### src/sv/hcs_pkg.sv
`timescale 1ns / 1ps
package hcs_pkg;

  typedef enum logic [1:0] {
    CMD_GET = 2'd0,
    CMD_SET = 2'd1,
    CMD_INC = 2'd2,
    CMD_DEL = 2'd3
  } cmd_t;

  typedef enum logic [3:0] {
    ST_IDLE,
    ST_HASH1,
    ST_HASH2,
    ST_MOD,
    ST_HEAD,
    ST_RD,
    ST_CMP,
    ST_ACT,
    ST_FREE,
    ST_FREE2,
    ST_OUT
  } state_t;

  localparam logic [31:0] KEY_MULT = 32'd1999;

  // Control to the remainder unit.
  typedef struct packed {
    logic start;
  } mod_ctl_t;

endpackage

### src/sv/hcs_mod.sv
`timescale 1ns / 1ps
// Bit-serial non-negative remainder of a signed 32-bit hash by a divisor.
module hcs_mod import hcs_pkg::*; #(
  parameter int DBITS = 9
) (
  input  logic             clk,
  input  logic             rst_n,
  input  mod_ctl_t         ctl,
  input  logic [31:0]      hash,
  input  logic [DBITS-1:0] divisor,
  output logic             done,
  output logic [DBITS-1:0] rem
);

  logic [31:0]      mag_r, mag_nxt;
  logic [DBITS:0]   rem_r, rem_nxt;
  logic [5:0]       cnt_r, cnt_nxt;
  logic             neg_r, neg_nxt;
  logic             busy_r, busy_nxt;
  logic             done_r, done_nxt;
  logic [DBITS:0]   shifted;
  logic [DBITS:0]   fixed;

  // One quotient bit per cycle; a negative dividend is corrected at the end.
  always_comb begin
    mag_nxt  = mag_r;
    rem_nxt  = rem_r;
    cnt_nxt  = cnt_r;
    neg_nxt  = neg_r;
    busy_nxt = busy_r;
    done_nxt = 1'b0;
    shifted  = {rem_r[DBITS-1:0], mag_r[31]};
    fixed    = '0;
    if (ctl.start) begin
      mag_nxt  = hash[31] ? (~hash + 32'd1) : hash;
      neg_nxt  = hash[31];
      rem_nxt  = '0;
      cnt_nxt  = 6'd0;
      busy_nxt = 1'b1;
    end else if (busy_r) begin
      if (cnt_r == 6'd32) begin
        busy_nxt = 1'b0;
        done_nxt = 1'b1;
        if (neg_r && rem_r != '0) begin
          fixed   = {1'b0, divisor} - rem_r;
          rem_nxt = fixed;
        end
      end else begin
        mag_nxt = {mag_r[30:0], 1'b0};
        rem_nxt = (shifted >= {1'b0, divisor}) ? shifted - {1'b0, divisor} : shifted;
        cnt_nxt = cnt_r + 6'd1;
      end
    end
  end

  always_ff @(posedge clk) begin
    mag_r <= mag_nxt;
    rem_r <= rem_nxt;
    neg_r <= neg_nxt;
    cnt_r <= cnt_nxt;
    if (!rst_n) begin
      busy_r <= 1'b0;
      done_r <= 1'b0;
    end else begin
      busy_r <= busy_nxt;
      done_r <= done_nxt;
    end
  end

  assign done = done_r;
  assign rem  = rem_r[DBITS-1:0];

endmodule
### config.mk
export PLATFORM = sky130hd
export DESIGN_NAME = hcs_mod
export DESIGN_NICKNAME = d
export VERILOG_FILES = /design/src/sv/hcs_pkg.sv /design/src/sv/hcs_mod.sv
export SDC_FILE = /design/constraint.sdc
export NUM_CORES = 1
export LEC_CHECK = 0
export ABC_AREA = 0
export BUFFER_PORTS_ARGS = -buffer_cell sky130_fd_sc_hd__buf_4
export CAP_MARGIN = 40
export CORE_ASPECT_RATIO = 1.2
export CORE_MARGIN = 8
export CORE_UTILIZATION = 45
export CTS_CLUSTER_SIZE = 30
export DETAILED_ROUTE_END_ITERATION = 12
export GPL_TIMING_DRIVEN = 0
export PLACE_DENSITY = 0.67
export RECOVER_POWER = 25
export SLEW_MARGIN = 40
export SYNTH_ARGS = -nofsm -noshare
export SYNTH_HDL_FRONTEND = slang
export SYNTH_SLANG_ARGS = --single-unit
export TNS_END_PERCENT = 30
### constraint.sdc
create_clock -name clk -period 4.35 [get_ports clk]
set_input_delay 0 -clock clk [delete_from_list [all_inputs] [get_ports clk]]
set_output_delay 0 -clock clk [all_outputs]
set_load 0.1 [all_outputs]
# Word-level counts from Yosys, hierarchy flattened
# Index checks and enable logic that the tools add are counted.
# totals
word_cells	36
output_inout_bits	10
input_bits	44
reg_bits	51
# op_classes
n_mux	11
n_eq_ne	3
n_reduce_logical	7
n_bitwise	4
n_addsub	4
order_cmp	1
# op_table
op	n
32-bit two-way mux	4
32-bit by 1-bit adder with 32-bit output (second input constant)	1
32-bit NOT	1
10-bit two-way mux	3
10-bit by 9-bit >= comparator with 1-bit output	1
10-bit nonzero test	1
10-bit by 9-bit subtractor with 10-bit output	1
9-bit by 10-bit subtractor with 10-bit output	1
6-bit by 1-bit adder with 6-bit output (second input constant)	1
6-bit == test (second input constant)	1
2-bit AND reduction	3
1-bit two-way mux	4
1-bit NOT	3
3-bit OR reduction	1
2-bit by 1-bit inequality test with 1-bit output (second input constant)	1
2-bit inequality test (second input constant)	1
2-bit nonzero test	1
1-bit logical AND	1

# Depth between registers and ports, before layout
# logic_depth
depth_word	4
mapped_depth	11
mapped_depth_nobuf	10

# Least setup slack after synthesis
# Ideal clock, no wire load.
# synth_path
path_type	flip-flop to flip-flop
start	register cnt_r[0]
end	register busy_r
arrival_time_ps	2266
path_stages_with_launch	9
setup_slack_ps	1963
period_less_slack_ps	2387
path_buffers	1
required_ps	4229
path_cell_list	dfxtp_1 > inv_1 > ha_1 > nor4b_1 > nand2_1 > clkbuf_1 > nand2_1 > nand2_1 > and2_1
# synth_between
elab_chain_cells	4
# synth_rtl
element	line_no	text
start, declared	hcs_mod.sv:17	logic [5:0] cnt_r, cnt_nxt;
start signal, assigned	hcs_mod.sv:60	cnt_r <= cnt_nxt;
6-bit == test	hcs_mod.sv:41	if (cnt_r == 6'd32) begin
1-bit two-way mux	hcs_mod.sv:41	
1-bit two-way mux	hcs_mod.sv:40	end else if (busy_r) begin
1-bit two-way mux	hcs_mod.sv:34	if (ctl.start) begin
end signal, assigned	hcs_mod.sv:65	busy_r <= busy_nxt;
end, declared	hcs_mod.sv:19	logic busy_r, busy_nxt;
# No other way between the ends.
# A chain may end at the register's enable or synchronous reset.

# Worst setup path in the final report
# layout_path
start	register rem_r[0]
end	register rem_r[8]
# layout_between
elab_chain_cells	4
elab_cells_between_ends	10
classes_between	add/sub (2); order compare (1); eq/ne (1); mux (3); reduce/logical (3)
# layout_rtl
element	line_no	text
start, declared	hcs_mod.sv:16	logic [DBITS:0] rem_r, rem_nxt;
start signal, assigned	hcs_mod.sv:58	rem_r <= rem_nxt;
parallel branches: the longest is 4 deep, another holds 10-bit by 9-bit subtractor with 10-bit output	n/a	
# Several ways; the timed one is not identified. The select of a mux whose other input is x is not followed.

==> parameters.txt <==
Parameter                              Value

Worst setup path
  Reg2Reg Capture Point    rem_r[8]$_SDFFE_PP0P_
  Sort of element at the end of the critical path    flop
  Critical Path RT    4560 ps
  Cell count of the worst reg-to-reg path    9
  Maximum fanout encountered on the critical timing path    7
  Worst R2R Start    rem_r[0]$_SDFFE_PP0P_
  Minimum setup slack among reg-to-reg paths    1470 ps
  Data arrival, critical path    3100 ps
  Class of the most critical setup path    flop to flop
  Critical path launch point type    flop

Clock tree
  Clock transition time at the flip-flop clock pins of the worst setup and hold paths    100 ps
  Total clock buffers created by CTS    5
  Clk Latency, worst-skew pair    310 ps
  CTS Buffer Depth    2
  # Post-CTS Setup Buffers    0
  Clock Root Buffer    sky130_fd_sc_hd__clkbuf_8
  Clock tree from TritonCTS    built
  Clk sinks    51
  H-tree Lvls    2

Power and ir drop
  PwrDens    258 nW/um^2
  Worst vdd ir    0.212 mV
  Pleak    1.78 nW

Floorplan
  Chip Height    117 microns
  Initial core utilization    0.455
  Chip width    100 microns
  Number of placed I/O pins    54
  Floorplan die area    11700 sq um
  Std-Cell Core Area    8430 sq um
  Number of core rows    37

Global route
  Overall Global Routing Usage    0.176
  Antenna violations before repair    0
  Largest net degree at the start of global routing    34
  Wire length of the first global-routing pass    16500 microns
  Grt ovf    0
  Number of global-route vias before repair    3598

Synth
  Synthesis-stage register bit count    51
  Area share of the leading cell type in the synthesized netlist    0.258
  Dominant synthesized flop cell    sky130_fd_sc_hd__edfxtp_1
  Cell accounting for the most synthesized area    sky130_fd_sc_hd__edfxtp_1
  Count of unique library cells instantiated by Yosys    64
  Mapped Avg Cell Area    8.71 sq um
  Cells after Synth    440
  Ranking of synthesized cells by area    sky130_fd_sc_hd__edfxtp_1, sky130_fd_sc_hd__dfxtp_1, sky130_fd_sc_hd__xor2_1
  Post-synthesis cell area    3830 sq um
  Number of synthesized flops with an enable pin    33
  Synth warn    0
  Post-synthesis async set-or-reset flop share    0
  Share of the yosys chip area belonging to registers    0.352
  Net count of the mapped netlist    507

Detailed routing
  Post-detailed-route DRC marker count    0
  Antenna-violating nets left    0
  Count of vias placed by the detailed router    3450
  Iteration-0 DRC Markers    213
  Routed wire length per instance    16.2 microns
  First-pass iteration count of the detailed router    4
  Vias per cell    5.56
  Detailed Route WL    10100 microns

Min path
  Worst hold start    hash[0]
  Type of the tightest min-delay check    primary input to flop
  Cell depth of the worst hold path    3
  Endpoint, Worst Hold    mag_r[0]$_SDFFCE_PN0P_

Layout
  Layout cell share with drive strength beyond 1    0.131
  Area of the multi-input gates    2240 sq um
  Fillers    867
  Fin nets    570
  Seq. cell area    1350 sq um
  Final Non-Filler Cells    621
  Commonest cells after routing, fill and taps aside    sky130_fd_sc_hd__buf_4, sky130_fd_sc_hd__nor2_1, sky130_fd_sc_hd__a21oi_1, sky130_fd_sc_hd__xor2_1, sky130_fd_sc_hd__edfxtp_1
  Signed area change from the synthesized netlist to the final layout    16.7%
  Most common cell after layout, fill and taps aside    sky130_fd_sc_hd__buf_4
  Antenna fix cells    0

Timing
  Setup_tns    0 ps
  Highest clock rate    347 MHz
  Max-slew headroom at the worst pin    0.221
  Hold_ws    30.0 ps
  Setup Viol. Count Final    0
  Endpoints failing hold    0
  Pins over their slew limit    0
  Final period utilization    0.663
  Tightest Pin Transition    1170 ps
  Worst clock skew    9.95 ps
  Min cycle time layout    2880 ps
  Unrepaired setup endpoints after global routing    no

Job
  Max-capacitance violation count    0

Placement
  Number of buffers added on ports    53
  Cell total after placement    610
  Final Wtd Congestion    0.872
  Post-DP HPWL    7920 microns

Outcome
  Outcome    completed
[routing by layer]
layer,track usage,part of all wire
met5,0,0
met4,0.0768,0.026
met3,0.0331,0.046
met2,0.334,0.52
met1,0.183,0.41
[sequential cells by signal, summed over array words and instances (netlist names)]
signal,flops
cnt_r,6
busy_r,1
neg_r,1
done,1
mag_r,32
rem_r,10
[power by group]
part | switching [W] | internal, W
Clock | 0.000162 | 0.000169
Combinational | 0.000142 | 0.000102
Sequential | 0.0000152 | 0.000564
[worst max-delay path by stage]
stage                                from                    end  slack (ps)  depth (start not counted)
global placement    cnt_r[0]$_SDFFE_PP0P_      busy_r$_SDFF_PN0_        1070                          8
detailed placement  cnt_r[0]$_SDFFE_PP0P_      busy_r$_SDFF_PN0_        1500                          8
CTS                 cnt_r[1]$_SDFFE_PP0P_      busy_r$_SDFF_PN0_        1510                          8
floorplan           cnt_r[0]$_SDFFE_PP0P_      busy_r$_SDFF_PN0_        1960                          8
global route        rem_r[0]$_SDFFE_PP0P_  rem_r[8]$_SDFFE_PP0P_        1290                          9
finish              rem_r[0]$_SDFFE_PP0P_  rem_r[8]$_SDFFE_PP0P_        1470                          9
[worst max-delay path, cell delays in order, from the launching register on]
cell,delay [ps]
sky130_fd_sc_hd__dfxtp_1,560
sky130_fd_sc_hd__ha_1,230
sky130_fd_sc_hd__inv_1,50
sky130_fd_sc_hd__fa_1,410
sky130_fd_sc_hd__a211oi_1,370
sky130_fd_sc_hd__o21ai_0,250
sky130_fd_sc_hd__a31oi_1,310
sky130_fd_sc_hd__mux2i_1,260
sky130_fd_sc_hd__o221ai_1,140
sky130_fd_sc_hd__a22o_1,210
[through the flow]
step	cell area [sq um]	total power, W	util	setup WS [ps]
6_report	4470	0.00115	0.531	1470
5_1_grt	4470	0.00121	0.531	1290
4_1_cts	4520	0.00116	0.536	1510
3_5_place_dp	4380	0.000833	0.520	1500
3_3_place_gp	4380	0.000827	0.520	1070
2_1_floorplan	3830	0.000740	-	1960
[synth_stat cells, types with 3 or more instances]
master and number:
sky130_fd_sc_hd__a211oi_1 6, sky130_fd_sc_hd__a21o_1 3, sky130_fd_sc_hd__a21oi_1 41, sky130_fd_sc_hd__a32o_1 3, sky130_fd_sc_hd__and2_1 3, sky130_fd_sc_hd__and3_1 3
sky130_fd_sc_hd__buf_4 9, sky130_fd_sc_hd__clkbuf_1 15, sky130_fd_sc_hd__dfxtp_1 18, sky130_fd_sc_hd__edfxtp_1 33, sky130_fd_sc_hd__ha_1 21, sky130_fd_sc_hd__inv_1 28
sky130_fd_sc_hd__mux2i_1 4, sky130_fd_sc_hd__nand2_1 22, sky130_fd_sc_hd__nand2b_1 3, sky130_fd_sc_hd__nand3_1 14, sky130_fd_sc_hd__nand4_1 3, sky130_fd_sc_hd__nand4b_1 5
sky130_fd_sc_hd__nor2_1 49, sky130_fd_sc_hd__nor2b_1 3, sky130_fd_sc_hd__nor3_1 7, sky130_fd_sc_hd__o211ai_1 4, sky130_fd_sc_hd__o21a_1 6, sky130_fd_sc_hd__o21ai_0 28
sky130_fd_sc_hd__o22ai_1 3, sky130_fd_sc_hd__o31ai_1 10, sky130_fd_sc_hd__o41ai_1 3, sky130_fd_sc_hd__or3_1 5, sky130_fd_sc_hd__or4_1 7, sky130_fd_sc_hd__xnor2_1 7
sky130_fd_sc_hd__xor2_1 34
[final cells by class]
type | count | area share
sequential | 51 | 0.302
multi-input combinational | 334 | 0.502
inverter | 28 | 0.0235
buffer | 27 | 0.0305
clock inverter | 3 | 0.00867
timing repair buffer | 56 | 0.0856
tap | 117 | 0.0327
clock buffer | 5 | 0.0154
[timing repair]
| item | 4_1_cts | 5_1_grt |
|---|---|---|
| hold buffers | 3 | 0 |
| gates resized for setup | 0 | 0 |
| setup endpoints to repair | 0 | 0 |
| endpoints found under the hold margin | 4 | 0 |
[cells by family (layout without fill, tap and decap cells)]
family                   count (synthesis)  count (layout)  share of synthesized area
AND/OR/NAND/NOR                        136             136                      0.181
AO/OA/AOI/OAI                          129             129                      0.217
buffers and inverters                   55             119                     0.0630
flip-flops                              51              51                      0.352
XOR/XNOR                                41              41                     0.0937
adder cells (fa/ha/maj)                 23              23                     0.0790
multiplexers                             5               5                     0.0134
(Power assumes the default switching activity.)
